`src/design/lsmpr_ram.sv`:
```
// ----------------------------------------------------------------------------
// Generic RAM
// One write port and one read port with a registered read.
// ----------------------------------------------------------------------------
module lsmpr_ram #(
    parameter int WIDTH = 8,
    parameter int DEPTH = 256
) (
    input  logic                     i_clk,
    input  logic                     i_we,
    input  logic [$clog2(DEPTH)-1:0] i_waddr,
    input  logic [WIDTH-1:0]         i_wdata,
    input  logic                     i_re,
    input  logic [$clog2(DEPTH)-1:0] i_raddr,
    output logic [WIDTH-1:0]         o_rdata
);

    logic [WIDTH-1:0] r_mem [DEPTH];
    logic [WIDTH-1:0] r_rdata;

    always_ff @(posedge i_clk) begin
        if (i_we) begin
            r_mem[i_waddr] <= i_wdata;
        end
        if (i_re) begin
            r_rdata <= r_mem[i_raddr];
        end
    end

    assign o_rdata = r_rdata;

endmodule

```
`config.mk`:
```
export PLATFORM = sky130hd
export DESIGN_NAME = lsmpr_ram
export DESIGN_NICKNAME = d
export VERILOG_FILES = /design/src/design/lsmpr_ram.sv
export SDC_FILE = /design/constraint.sdc
export NUM_CORES = 2
export LEC_CHECK = 0
export BUFFER_PORTS_ARGS = -buffer_cell sky130_fd_sc_hd__buf_2
export CORE_ASPECT_RATIO = 0.5
export CORE_MARGIN = 2
export CORE_UTILIZATION = 60
export CTS_CLUSTER_DIAMETER = 30
export CTS_CLUSTER_SIZE = 16
export DETAILED_ROUTE_END_ITERATION = 10
export PLACE_DENSITY_LB_ADDON = 0.08
export SETUP_SLACK_MARGIN = 0.2
export SYNTH_ARGS = -nofsm -noshare
export SYNTH_HDL_FRONTEND = slang
export SYNTH_SLANG_ARGS = --single-unit
```
`constraint.sdc`:
```
create_clock -name i_clk -period 3.3 [get_ports i_clk]
set_input_delay 0.33 -clock i_clk [delete_from_list [all_inputs] [get_ports i_clk]]
set_output_delay 0.33 -clock i_clk [all_outputs]
set_load 0.01 [all_outputs]
```
==> flow_summary.json <==
{
  "grtUsageMet1": 0.454,
  "worstSetupPathType": "reg2reg",
  "syn_nets": 3760,
  "cts_tree": "done",
  "worst_pin_slew_ns": 1.28,
  "ant_nets": 0,
  "fin_crit_sh": 0.908,
  "run_status": "finished, final reports clean",
  "relSlewSlack": 0.140,
  "synthCells": 3733,
  "yosys_warnings": 0,
  "routed_wl_um": 200000,
  "dr.first_iter.drc_count": 6278,
  "power_density_nw_per_um2": 603,
  "cts_sinks": 2056,
  "path_max_fanout": 1,
  "grt_use_met2": 0.445,
  "clock_path_buffers": 4,
  "grt_pass1_wl_um": 287000,
  "grt_max_degree": 116,
  "clk-insertion-delay-late_ns": 0.81,
  "core_area_sq_um": 132000,
  "nNetsFinal": 4206,
  "routedWlPerCell_um": 32.7,
  "ioPinCount": 35,
  "grt_overflow": 0,
  "cpPeakStageDelay_ns": 0.99,
  "yosysUniqueCellTypes": 54,
  "finalSetupViolCount": 0,
  "slowest_stage": "nor3_1",
  "num_vias": 40800,
  "io_buffer_count": 34,
  "drv_slew": 0,
  "synthFlopType": "edfxtp_1",
  "post-route-util": 0.695,
  "critPathLaunchType": "flop",
  "globalplace.congestion": 0.869,
  "hold_path_class": "in2reg",
  "drt_pass1_iterations": 6,
  "drc": 0,
  "vias_per_cell": 6.66,
  "chipHeight_um": 262,
  "crit_required_ns": 3.81,
  "hold_viol": 0,
  "htreeDepth": 4,
  "whs_ns": 0.123,
  "area_delta_synth_final_pct": 14.8,
  "cts_made_buffers": 205,
  "cp_data_arrival_time_ns": 3.51,
  "async_flop_share": 0,
  "cts_root_buf": "clkbuf_16",
  "cts.reportedPaths.clkPinSlew_ns": 0.07,
  "post-cts-setup-buffers": 0,
  "nFillCells": 8044,
  "rsz0062_at_grt": "no",
  "die_area_sq_um": 136000,
  "ys_ff_latch": 2056,
  "hpwlAfterDp_um": 126000,
  "grt_pass1_vias": 40200,
  "rows": 94,
  "grt.busiest_layer": "met1",
  "grt_util_met3": 0.0723,
  "antenna_found_initial": 12,
  "drive_gt1_frac": 0.297,
  "synth_edf_count": 2056,
  "initial_core_util": 0.605,
  "yosysSeqAreaShare": 0.775,
  "period_needed_ns": 3.00,
  "fin_skew_ns": 0.0218,
  "gr-usage-all-layers": 0.297,
  "cap_violations": 0,
  "vdd_ir_drop_max_uv": 478,
  "p_leak_uw": 0.0291,
  "die_x_um": 519,
  "max_clock_freq_mhz": 334,
  "syn_area_sq_um": 79600,
  "end_kind": "flop",
  "path_cells": "mux4_2 -> a22o_1 -> a221oi_1 -> o32ai_1 -> nor3_1 -> nor4_1",
  "synth_area_per_cell_sq_um": 21.3
}
==> cells by family (layout without fill, tap and decap cells) <==
| kind of cell | Yosys count | count (layout) | synth area share |
|---|---|---|---|
| AND/OR/NAND/NOR | 466 | 466 | 0.0263 |
| multiplexers | 591 | 591 | 0.146 |
| buffers and inverters | 235 | 840 | 0.0183 |
| other | 0 | 2 | 0 |
| flip-flops | 2056 | 2056 | 0.775 |
| AO/OA/AOI/OAI | 385 | 385 | 0.0342 |
==> per-layer routing <==
metal	routed length, um	up-vias
met1	81900	21500
li1	-	16600
met5	27	-
met2	91000	2314
met3	23200	291
met4	4000	4
==> stage by stage <==
| stage | instance area [sq um] | setup TNS (ns) | instances | worst slack, ns | total power (uW) |
|---|---|---|---|---|---|
| after floorplan | 79600 | 0 | 3733 | 0.894 | 30800 |
| after detailed placement | 84600 | -2.23 | 5746 | -0.648 | 32200 |
| after global routing | 91400 | 0 | 6116 | 0.271 | 56500 |
| after global placement | 84600 | -4.47 | 5744 | -1.09 | 32100 |
| after CTS | 91400 | 0 | 6114 | 0.388 | 55300 |
| final | 91400 | 0 | 6116 | 0.302 | 55100 |
==> repair_timing <==
| action | CTS | global route |
|---|---|---|
| hold buffers | 2 | 0 |
| resized for setup | 3 | 1 |
| hold endpoints to repair | 51 | 0 |
| setup endpoints to repair | 3 | 1 |
==> power by group <==
part	total (uW)	switching, uW	leakage, uW	internal, uW
registers	28800	41.3	0.0185	28800
logic	2800	1770	0.00740	1030
clock network	23500	10400	0.00325	13100
==> sequential cells by signal, summed over array words and instances (netlist names) <==
| signal | cells |
|---|---|
| r_mem | 2048 |
| o_rdata | 8 |
==> cells in the mapped netlist, types with 16 or more instances <==
| library cell | count | share of area |
|---|---|---|
| edfxtp_1 | 2056 | 0.78 |
| mux4_2 | 454 | 0.13 |
| nor2_1 | 282 | 0.013 |
| mux2i_1 | 134 | 0.017 |
| a22oi_1 | 133 | 0.013 |
| clkbuf_1 | 111 | 0.0052 |
| a21oi_1 | 96 | 0.0060 |
| o221ai_1 | 46 | 0.0051 |
| nand3_1 | 34 | 0.0021 |
| nand2_1 | 33 | 0.0016 |
| buf_2 | 31 | 0.0019 |
| nor2b_1 | 31 | 0.0024 |
| o22ai_1 | 28 | 0.0022 |
| buf_4 | 27 | 0.0025 |
| nor4_1 | 24 | 0.0019 |
| buf_1 | 22 | 0.0010 |
| nor3_1 | 22 | 0.0014 |
| buf_6 | 21 | 0.0030 |
| a211oi_1 | 16 | 0.0015 |
==> cells in the final DEF (no fill, tap or decap), drive strengths merged, types with 15 or more instances in the layout <==
master | netlist | final
a21oi | 96 | 96
inv | 1 | 35
bufinv | 0 | 15
nor3 | 22 | 22
a22oi | 133 | 133
buf | 122 | 462
edfxtp | 2056 | 2056
nor4 | 27 | 27
o22ai | 28 | 28
clkbuf | 111 | 230
mux4 | 456 | 456
mux2i | 134 | 134
nand3 | 34 | 34
clkinv | 1 | 68
nor2 | 282 | 282
nor2b | 31 | 31
nand2 | 33 | 33
a211oi | 16 | 16
o221ai | 47 | 47
clkinvlp | 0 | 28
==> layout make-up <==
type	instances	area [sq um]	share of cell area
sequential	2056	61700	0.675
multi-input combinational	1442	16500	0.181
clock buffer	222	5300	0.0580
timing repair buffer	472	4140	0.0453
tap	1776	2220	0.0243
clock inverter	144	1490	0.0163
inverter	2	7.51	0.0000821
antenna	2	5.00	0.0000547
==> worst max-delay path, delay by kind of cell (launching register included) <==
kind / cells / cell delay (ns)
flip-flops: 1 / 0.38
AO/OA/AOI/OAI: 3 / 0.70
multiplexers: 1 / 0.51
AND/OR/NAND/NOR: 2 / 1.11
==> worst paths after layout <==
path                           startpoint                     end  slack (ns)  cells past startpoint
setup reg to reg  r_mem[210][3]$_DFFE_PP_    o_rdata[3]$_DFFE_PP_        0.30                      6
hold reg to reg    r_mem[52][3]$_DFFE_PP_    o_rdata[3]$_DFFE_PP_        1.24                      6
hold / removal                 i_wdata[1]  r_mem[94][1]$_DFFE_PP_        0.12                      1
setup / recovery  r_mem[210][3]$_DFFE_PP_    o_rdata[3]$_DFFE_PP_        0.30                      6
No activity file was read; power rests on OpenSTA's default activity.
