File: config.mk
export PLATFORM = sky130hd
export DESIGN_NAME = lsmpr_match
export DESIGN_NICKNAME = d
export VERILOG_FILES = /design/src/design/lsmpr_pkg.sv /design/src/design/lsmpr_match.sv
export SDC_FILE = /design/constraint.sdc
export NUM_CORES = 1
export LEC_CHECK = 0
export BUFFER_PORTS_ARGS = -buffer_cell sky130_fd_sc_hd__buf_2
export CORE_AREA = 2 2 400 283
export DETAILED_ROUTE_END_ITERATION = 8
export DIE_AREA = 0 0 402 285
export PLACE_DENSITY_LB_ADDON = 0.15
export SETUP_SLACK_MARGIN = 0.05
export SLEW_MARGIN = 20
export SYNTH_ARGS = -nofsm -noshare
export SYNTH_HDL_FRONTEND = slang
export SYNTH_SLANG_ARGS = --single-unit
File: constraint.sdc
create_clock -name i_clk -period 51.5 [get_ports i_clk]
set_input_delay 10.3 -clock i_clk [delete_from_list [all_inputs] [get_ports i_clk]]
set_output_delay 10.3 -clock i_clk [all_outputs]
set_load 0.05 [all_outputs]
File: src/design/lsmpr_pkg.sv
// ----------------------------------------------------------------------------
// Loop scan match pose resolve: shared package
// Widths, codes, record layout, sine table and saturation helpers.
// ----------------------------------------------------------------------------
package lsmpr_pkg;

    localparam int MAX_SCANS = 256;
    localparam int CNT_W     = $clog2(MAX_SCANS + 1);
    localparam int ADDR_W    = $clog2(MAX_SCANS);
    localparam int STAMP_W   = 63;
    localparam int ID_W      = 32;
    localparam int POS_W     = 32;
    localparam int ANG_W     = 16;
    localparam int SIN_W     = 16;
    localparam int PROD_W    = 48;
    localparam int ACC_W     = 36;

    localparam logic [STAMP_W-1:0] GAP_RESET = STAMP_W'(50000000);

    typedef enum logic [1:0] {
        CMD_CLEAR   = 2'd0,
        CMD_LOAD    = 2'd1,
        CMD_RESOLVE = 2'd2,
        CMD_UNUSED  = 2'd3
    } t_cmd;

    typedef enum logic [3:0] {
        ST_RESOLVED  = 4'd0,
        ST_INVALID   = 4'd1,
        ST_QUERY_NONE = 4'd2,
        ST_CAND_NONE = 4'd3,
        ST_SAME      = 4'd4,
        ST_ORDER     = 4'd5,
        ST_LOADED    = 4'd6,
        ST_FULL      = 4'd7,
        ST_CLEARED   = 4'd8
    } t_status;

    typedef struct packed {
        logic [STAMP_W-1:0]      stamp;
        logic [ID_W-1:0]         ident;
        logic signed [POS_W-1:0] px;
        logic signed [POS_W-1:0] py;
        logic [ANG_W-1:0]        heading;
    } t_entry;

    localparam int ENTRY_W = $bits(t_entry);

    typedef struct packed {
        logic               done;
        logic [STAMP_W-1:0] q_dist;
        logic [ID_W-1:0]    q_ident;
        logic [STAMP_W-1:0] q_stamp;
        logic [STAMP_W-1:0] c_dist;
        t_entry             c_entry;
    } t_match_res;

    typedef struct packed {
        logic                    done;
        logic signed [POS_W-1:0] x;
        logic signed [POS_W-1:0] y;
        logic [ANG_W-1:0]        yaw;
    } t_pose_res;

    typedef logic [256:0][SIN_W-1:0] t_qtab;

    function automatic logic [SIN_W-1:0] sine_quarter(input int unsigned k);
        longint unsigned x;
        longint unsigned x2;
        longint unsigned term;
        longint          sum;
        longint          r;
        x    = (longint'(k) * 64'd3373259426 + 64'd256) >> 9;
        x2   = (x * x) >> 30;
        term = x;
        sum  = longint'(x);
        term = ((term * x2) >> 30) / 6;
        sum  = sum - longint'(term);
        term = ((term * x2) >> 30) / 20;
        sum  = sum + longint'(term);
        term = ((term * x2) >> 30) / 42;
        sum  = sum - longint'(term);
        term = ((term * x2) >> 30) / 72;
        sum  = sum + longint'(term);
        term = ((term * x2) >> 30) / 110;
        sum  = sum - longint'(term);
        term = ((term * x2) >> 30) / 156;
        sum  = sum + longint'(term);
        if (sum < 0) begin
            sum = 0;
        end
        r = (sum * 32768 + (longint'(1) << 29)) >>> 30;
        if (r > 32767) begin
            r = 32767;
        end
        return SIN_W'(r);
    endfunction

    function automatic t_qtab build_qtab();
        t_qtab t;
        for (int k = 0; k <= 256; k++) begin
            t[k] = sine_quarter(k);
        end
        return t;
    endfunction

    localparam t_qtab QTAB = build_qtab();

    function automatic logic signed [SIN_W-1:0] sine_at(input logic [9:0] k);
        logic [8:0]              m;
        logic [8:0]              j;
        logic signed [SIN_W-1:0] q;
        m = k[8:0];
        j = (m <= 9'd256) ? m : 9'(10'd512 - {1'b0, m});
        q = $signed(QTAB[j]);
        return k[9] ? -q : q;
    endfunction

    function automatic logic signed [SIN_W-1:0] sin_of(input logic [ANG_W-1:0] a);
        return sine_at(a[15:6]);
    endfunction

    function automatic logic signed [SIN_W-1:0] cos_of(input logic [ANG_W-1:0] a);
        return sine_at(a[15:6] + 10'd256);
    endfunction

    function automatic logic signed [POS_W-1:0] sat32(input logic signed [ACC_W-1:0] v);
        if (v > $signed({{(ACC_W-POS_W){1'b0}}, 1'b0, {(POS_W-1){1'b1}}})) begin
            return {1'b0, {(POS_W-1){1'b1}}};
        end
        if (v < $signed({{(ACC_W-POS_W){1'b1}}, 1'b1, {(POS_W-1){1'b0}}})) begin
            return {1'b1, {(POS_W-1){1'b0}}};
        end
        return v[POS_W-1:0];
    endfunction

endpackage

File: src/design/lsmpr_match.sv
// ----------------------------------------------------------------------------
// Nearest scan tracker
// Walks the stored records once and keeps the nearest match for both stamps.
// ----------------------------------------------------------------------------
module lsmpr_match (
    input  logic                          i_clk,
    input  logic                          i_rst_n,
    input  logic                          i_start,
    input  logic [lsmpr_pkg::CNT_W-1:0]   i_count,
    input  logic [lsmpr_pkg::STAMP_W-1:0] i_stamp_q,
    input  logic [lsmpr_pkg::STAMP_W-1:0] i_stamp_c,
    output logic                          o_rd_en,
    output logic [lsmpr_pkg::ADDR_W-1:0]  o_rd_addr,
    input  lsmpr_pkg::t_entry             i_rd_data,
    output lsmpr_pkg::t_match_res         o_res
);
    import lsmpr_pkg::*;

    logic               r_issuing;
    logic [CNT_W-1:0]   r_idx;
    logic               r_rv;
    logic               r_rv_last;
    logic               r_s1_v;
    logic               r_s1_last;
    logic [STAMP_W-1:0] r_s1_dq;
    logic [STAMP_W-1:0] r_s1_dc;
    t_entry             r_s1_e;
    logic               r_done;
    logic               r_have;
    logic [STAMP_W-1:0] r_bq_d;
    logic [ID_W-1:0]    r_bq_id;
    logic [STAMP_W-1:0] r_bq_stamp;
    logic [STAMP_W-1:0] r_bc_d;
    t_entry             r_bc_e;
    logic               w_last;
    logic [STAMP_W-1:0] w_dq;
    logic [STAMP_W-1:0] w_dc;
    logic               w_take_q;
    logic               w_take_c;

    assign w_last    = (r_idx == i_count - CNT_W'(1));
    assign o_rd_en   = r_issuing;
    assign o_rd_addr = r_idx[ADDR_W-1:0];

    assign w_dq = (i_rd_data.stamp >= i_stamp_q) ? i_rd_data.stamp - i_stamp_q
                                                 : i_stamp_q - i_rd_data.stamp;
    assign w_dc = (i_rd_data.stamp >= i_stamp_c) ? i_rd_data.stamp - i_stamp_c
                                                 : i_stamp_c - i_rd_data.stamp;

    assign w_take_q = !r_have || (r_s1_dq < r_bq_d)
                      || ((r_s1_dq == r_bq_d) && (r_s1_e.ident < r_bq_id));
    assign w_take_c = !r_have || (r_s1_dc < r_bc_d)
                      || ((r_s1_dc == r_bc_d) && (r_s1_e.ident < r_bc_e.ident));

    always_ff @(posedge i_clk) begin
        if (!i_rst_n) begin
            r_issuing <= 1'b0;
            r_idx     <= '0;
            r_rv      <= 1'b0;
            r_rv_last <= 1'b0;
            r_s1_v    <= 1'b0;
            r_s1_last <= 1'b0;
            r_done    <= 1'b0;
            r_have    <= 1'b0;
        end else begin
            r_rv      <= r_issuing;
            r_rv_last <= r_issuing && w_last;
            r_s1_v    <= r_rv;
            r_s1_last <= r_rv_last;
            r_done    <= r_s1_v && r_s1_last;
            if (i_start) begin
                r_issuing <= 1'b1;
                r_idx     <= '0;
                r_have    <= 1'b0;
            end else begin
                if (r_issuing) begin
                    if (w_last) begin
                        r_issuing <= 1'b0;
                    end else begin
                        r_idx <= r_idx + CNT_W'(1);
                    end
                end
                if (r_s1_v) begin
                    r_have <= 1'b1;
                end
            end
        end
    end

    always_ff @(posedge i_clk) begin
        r_s1_dq <= w_dq;
        r_s1_dc <= w_dc;
        r_s1_e  <= i_rd_data;
        if (r_s1_v && w_take_q) begin
            r_bq_d     <= r_s1_dq;
            r_bq_id    <= r_s1_e.ident;
            r_bq_stamp <= r_s1_e.stamp;
        end
        if (r_s1_v && w_take_c) begin
            r_bc_d <= r_s1_dc;
            r_bc_e <= r_s1_e;
        end
    end

    assign o_res.done    = r_done;
    assign o_res.q_dist  = r_bq_d;
    assign o_res.q_ident = r_bq_id;
    assign o_res.q_stamp = r_bq_stamp;
    assign o_res.c_dist  = r_bc_d;
    assign o_res.c_entry = r_bc_e;

endmodule

==> results.cfg, run 1 <==
[global_routing]
gr-total-overflow = 0
antenna_found_initial = 34
grt_pass1_vias = 30195
grt_max_degree = 110
grt_pass1_wl_um = 201700
grt_usage = 0.2349

[clock_network]
cts_tree = done
hold_buffers = 0
numClockSinks = 713
cts_resized = 0
cts_buffers = 77
worstSkewPairLatency_ns = 0.67
root_buffer = clkbuf_16
cts_buffer_depth = 3
cts_setup_buffers = 0
clk_pin_slew_worst_paths_ns = 0.07
cts_max_level = 3

[die]
fp.coreArea_mm2 = 0.1113
ioPinCount = 719
chipHeight_um = 285
start_util = 0.3462
die_area_mm2 = 0.1146
fp-row-count = 103
die_width_um = 402

[sta]
worst_slack_ns = 36.80
slew_viol_final = 0
fin_tns_setup_ns = 0
rsz0062_at_grt = false
timing.final.crit_share = 0.2855
setup_viol = 0
worst_pin_slew_ns = 1.247
min_period_ns = 14.70
hold_violations = 0
slew_headroom = 0.1602
fin_worst_skew_ns = 0.02847
max_freq_ghz = 0.06801
hold_slack_ns = 0.3928

[worst_setup_path]
slowest_delay_ns = 0.90
crit_type = input pin to register
cpMaxStageDelayCell = a211oi_1
required_ns = 52.09
critPathArrivalTime_ns = 15.30
crit_chain = buf_2, inv_1, ha_1, nand2_1, o21ai_0, a211oi_1, a211oi_1, nor4_4, o31ai_4, buf_4, mux2i_1, a41oi_4, o41ai_2, xnor2_1
endpoint_kind = register
critPathLaunchType = input pin
cp_max_fo = 44
path_common_cell = a211oi_1

[layout]
finalInstanceArea_mm2 = 0.04620
seqCellArea_mm2 = 0.01824
fill_cells = 11151
final_cells = 5980
final_common_cell = buf_2
finalNetCount = 5193
syn_to_final_growth_pct = 19.84
layout_common_cells = 718 x buf_2, 440 x inv_1, 440 x ha_1
final_util = 0.4149
drive_above_1_share = 0.2034
multi_input_area_mm2 = 0.01801

[synth]
yosysUniqueCellTypes = 89
yosys_warnings = 0
synth_area_per_cell_um2 = 10.24
syn_inst = 3764
yosysTopAreaCell = edfxtp_1
netlist_top_cells_area = edfxtp_1 31%, dfxtp_1 16%, ha_1 14%
synth_edf_count = 396
synth-async-reset-ratio = 0
synth_flop_cell = edfxtp_1
synth_top_area_share = 0.3084
syn_nets = 4521
synth-seq-cells = 713
synth_area_mm2 = 0.03855
ys_seq_area_frac = 0.4730

[pwr]
p_int_mw = 1.148
power_frac_comb = 0.239
finalPower_mw = 1.695
swShare = 0.3227
leakage_nw = 21.13
peakVddDrop_mv = 0.02276
power_frac_clock = 0.350
powerDensity_mw_per_mm2 = 36.69
power.switching_mw = 0.5470
p_seq_frac = 0.411

[place]
dpl-instance-area_mm2 = 0.04346
gp_congestion = 0.9641
post-dp-hpwl_um = 113600
dpl.cell_count = 5826
dp_slack_ns = 36.39
io_buffer_count = 718

[detailed_routing]
firstDrtPassIters = 5
via_per_inst = 5.181
drcViolationCount = 0
wl_per_cell_um = 23.25
drt_wl_total_um = 139000
routed-via-count = 30983
initialDrtViolationCount = 2558
ant_nets = 0

[min_path]
hold_path.class = register to register

[flow_run]
maxCapViolations = 0

[outcome]
status = complete, no violations
[worst max-delay path, delay by kind of cell]
kind / cells / cell delay (ns)
compound gates: 6 / 2.88
xor+xnor: 1 / 0.15
fa+ha+maj: 1 / 0.43
simple gates: 2 / 0.36
mux: 1 / 0.39
buf+inv: 3 / 0.77
[final cells by class]
cell class	count	share of cell area
diodes	11	0.0005958
clock buffers	102	0.04753
clock inverters	40	0.01091
inverters	440	0.03575
multi-input cells	2469	0.3898
flip-flops and latches	713	0.3947
well taps	1470	0.03981
repair buffers	735	0.08089
[synth_stat cells, drive strengths merged (9+ instances only)]
cell type,instances
and2,14
inv,440
edfxtp,396
mux2i,31
a31oi,19
nand2b,25
nor3,45
nor4,16
a21o,189
clkbuf,73
o21ai,198
o22ai,12
nand4,115
o21a,30
nor2b,28
buf,69
a21oi,408
ha,440
o211ai,26
o21bai,75
xor2,56
and3,16
a221oi,22
or3,10
or2,10
nand3,31
nand2,186
o31a,9
xnor2,82
dfxtp,317
a21boi,12
and4,14
o31ai,23
nor2,189
a211oi,30
[power groups by stage]
| stage | clock, mW | sequential [mW] | combinational, mW |
|---|---|---|---|
| final | 0.594 | 0.697 | 0.405 |
| after global routing | 0.633 | 0.703 | 0.442 |
| after CTS | 0.612 | 0.699 | 0.403 |
| after detailed placement | 0 | 0.710 | 0.401 |
| after global placement | 0 | 0.710 | 0.403 |
| after floorplan | 0 | 0.760 | 0.220 |
[layer usage]
layer | routed length (µm) | GRT usage | vias to the layer above | share of wire
met3 | 9419 | 0.04807 | 184 | 0.068
met4 | 3335 | 0.05977 | 16 | 0.024
met1 | 64080 | 0.3299 | 14864 | 0.46
li1 | - | - | 14873 | -
met2 | 62110 | 0.3683 | 1046 | 0.45
met5 | 93 | 0 | - | 0.00067
[kinds of logic after synthesis]
| kind of cell | Yosys count | synth area share |
|---|---|---|
| buffers and inverters | 582 | 0.06108 |
| AND/OR/NAND/NOR | 722 | 0.09311 |
| XOR/XNOR | 138 | 0.03135 |
| AO/OA/AOI/OAI | 1130 | 0.1870 |
| adder cells (fa/ha/maj) | 444 | 0.1449 |
| flip-flops | 713 | 0.4730 |
| multiplexers | 35 | 0.009541 |
[state kept, by name, summed over array words and instances (netlist names), 9 cells and up]
signal / flops
r_bq_id: 32
r_s1_dq: 63
r_bq_stamp: 63
r_bc_d: 63
r_s1_e: 175
r_bq_d: 63
r_idx: 9
o_res: 175
r_s1_dc: 63
[worst paths after layout]
kind | startpoint | to | slack (ns) | cells after the start
max | i_stamp_q[17] | r_s1_dq[56] | 36.80 | 14
min | r_s1_e[1] | o_res[1] | 0.39 | 0
max reg2reg | r_bq_d[4] | r_bq_d[43] | 45.90 | 15
min reg2reg | r_s1_e[1] | o_res[1] | 0.39 | 0
(Power assumes the default switching activity.)
==> run 2: changes to the inputs <==
==> constraint.sdc (replaced) <==
create_clock -name i_clk -period 15.25 [get_ports i_clk]
set_input_delay 3.05 -clock i_clk [delete_from_list [all_inputs] [get_ports i_clk]]
set_output_delay 3.05 -clock i_clk [all_outputs]
set_load 0.05 [all_outputs]
==> run 2 against run 1 <==
  * Largest cell class unchanged
  * Sequential share of layout area up 0.052 points
  * Combinational power rose to 3.4 times the previous value
  * Critical path depth down 2
  * First-iteration DRC count down 11%
  * Total power rose to 3.4 times the previous value
  * Sequential cell count unchanged
  * Clock power rose to 3.3 times the previous value
  * Non-clock buffer count unchanged
  * Count of clock-buffer cells in the layout down 6
  * Critical endpoint is now r_s1_dq[57]
==> results.cfg, run 2 (synthesis results as in run 1) <==
[global_routing]
top_usage_layer = met2
antenna_found_initial = 29
gr-usage-met3 = 0.04554
gr-total-overflow = 0
grtUsageMet1 = 0.3260
grt_max_degree = 75
gr-usage-met2 = 0.3646
grt_pass1_wl_um = 197500
grt_pass1_vias = 29466
grt_usage = 0.2300

[place]
io_buffer_count = 718
gp_congestion = 0.9553
post-dp-hpwl_um = 112800

[worst_setup_path]
required_ns = 15.77
reg2reg_to = r_bq_d[42]
rr_worst_depth = 11
endpoint_kind = register
crit_type = input pin to register
cp_max_fo = 45
crit-reg2reg-launch = r_bq_d[46]
critPathArrivalTime_ns = 7.67
r2r_slack_ns = 8.73
critPathLaunchType = input pin
crit_start = i_rd_data[171]

[outcome]
status = complete, no violations

[pwr]
finalPower_mw = 5.693
powerDensity_mw_per_mm2 = 123.4
peakVddDrop_mv = 0.09814
leakage_nw = 21.10

[detailed_routing]
wl_per_cell_um = 23.01
firstDrtPassIters = 7
initialDrtViolationCount = 2278
ant_nets = 0
via_per_inst = 5.175
drcViolationCount = 0
drt_wl_total_um = 137500
routed-via-count = 30932

[die]
die_width_um = 402
chipHeight_um = 285
ioPinCount = 719
fp-row-count = 103
fp.coreArea_mm2 = 0.1113
start_util = 0.3462
die_area_mm2 = 0.1146

[min_path]
hold_end = o_res[39]
holdCritStartpoint = r_s1_e[39]
hold_path.class = register to register
whs_path_depth = 0

[sta]
slew_headroom = 0.2354
fin_worst_skew_ns = 0.03627
fin_tns_setup_ns = 0
max_freq_ghz = 0.1398
min_period_ns = 7.153
slew_viol_final = 0
rsz0062_at_grt = false
setup_viol = 0
timing.final.crit_share = 0.4691
hold_violations = 0
worst_pin_slew_ns = 1.137

[layout]
layout_common_cells = 718 x buf_2, 440 x inv_1, 440 x ha_1
final_util = 0.4144
final_common_cell = buf_2
syn_to_final_growth_pct = 19.68
finalNetCount = 5194
drive_above_1_share = 0.2032

[clock_network]
worstSkewPairLatency_ns = 0.68
cts_max_level = 3
hold_buffers = 0
cts_setup_buffers = 0
cts_resized = 0
cts_tree = done
numClockSinks = 713
clk_pin_slew_worst_paths_ns = 0.06
cts_buffers = 78
root_buffer = clkbuf_16
cts_buffer_depth = 3

[flow_run]
maxCapViolations = 0
-- run 2: cell type report --
| cell class | instances | area, µm² |
|---|---|---|
| Clock buffer | 96 | 2091 |
| Clock inverter | 45 | 563.0 |
| Timing Repair Buffer | 735 | 3721 |
| Tap cell | 1470 | 1839 |
| Multi-Input combinational cell | 2469 | 18020 |
| Inverter | 440 | 1652 |
| Fill cell | 11142 | 65210 |
| Antenna cell | 9 | 22.52 |
| Sequential cell | 713 | 18240 |
-- run 2: per-layer routing --
metal  part of all wire  vias up  wire (µm)
met3              0.067      155       9269
met1               0.46    14781      63950
li1                   -    14898          -
met4              0.018       14       2505
met2               0.45     1084      61720
met5            0.00072        -         99
-- run 2: report_power, final --
| part | leakage [nW] | switching [mW] | total (mW) | internal [mW] |
|---|---|---|---|---|
| Clock | 1.30 | 0.826 | 1.98 | 1.16 |
| Combinational | 13.5 | 0.910 | 1.36 | 0.449 |
| Sequential | 6.30 | 0.103 | 2.35 | 2.25 |
-- run 2: metrics by stage --
stage          cell area [µm²]  hold WS [ns]  setup WS [ns]  instances
2_1_floorplan            38550        0.3855          1.836       3764
3_3_place_gp             43460        0.3854          7.335       5827
3_5_place_dp             43460        0.3887          7.412       5827
4_1_cts                  46110        0.3875          8.119       5968
5_1_grt                  46130        0.4027          7.869       5971
6_report                 46140        0.3898          8.097       5977
-- run 2: worst max path at each step --
| stage | to | cells past startpoint |
|---|---|---|
| 2_1_floorplan | o_res[0] | 12 |
| 3_3_place_gp | r_s1_dq[57] | 12 |
| 3_5_place_dp | r_s1_dq[57] | 12 |
| 4_1_cts | r_s1_dq[57] | 12 |
| 5_1_grt | r_s1_dq[57] | 12 |
| 6_report | r_s1_dq[57] | 12 |
-- run 2: critical path, stage by stage --
cell and delay [ns]:
buf_2 0.15, ha_1 0.53, nand4_1 0.60, nor4_1 0.83
and4_1 0.53, nor4_2 0.16, o31ai_4 0.21, buf_4 0.62
o311a_1 0.27, a31oi_1 0.08, a311o_1 0.45, xor2_1 0.15
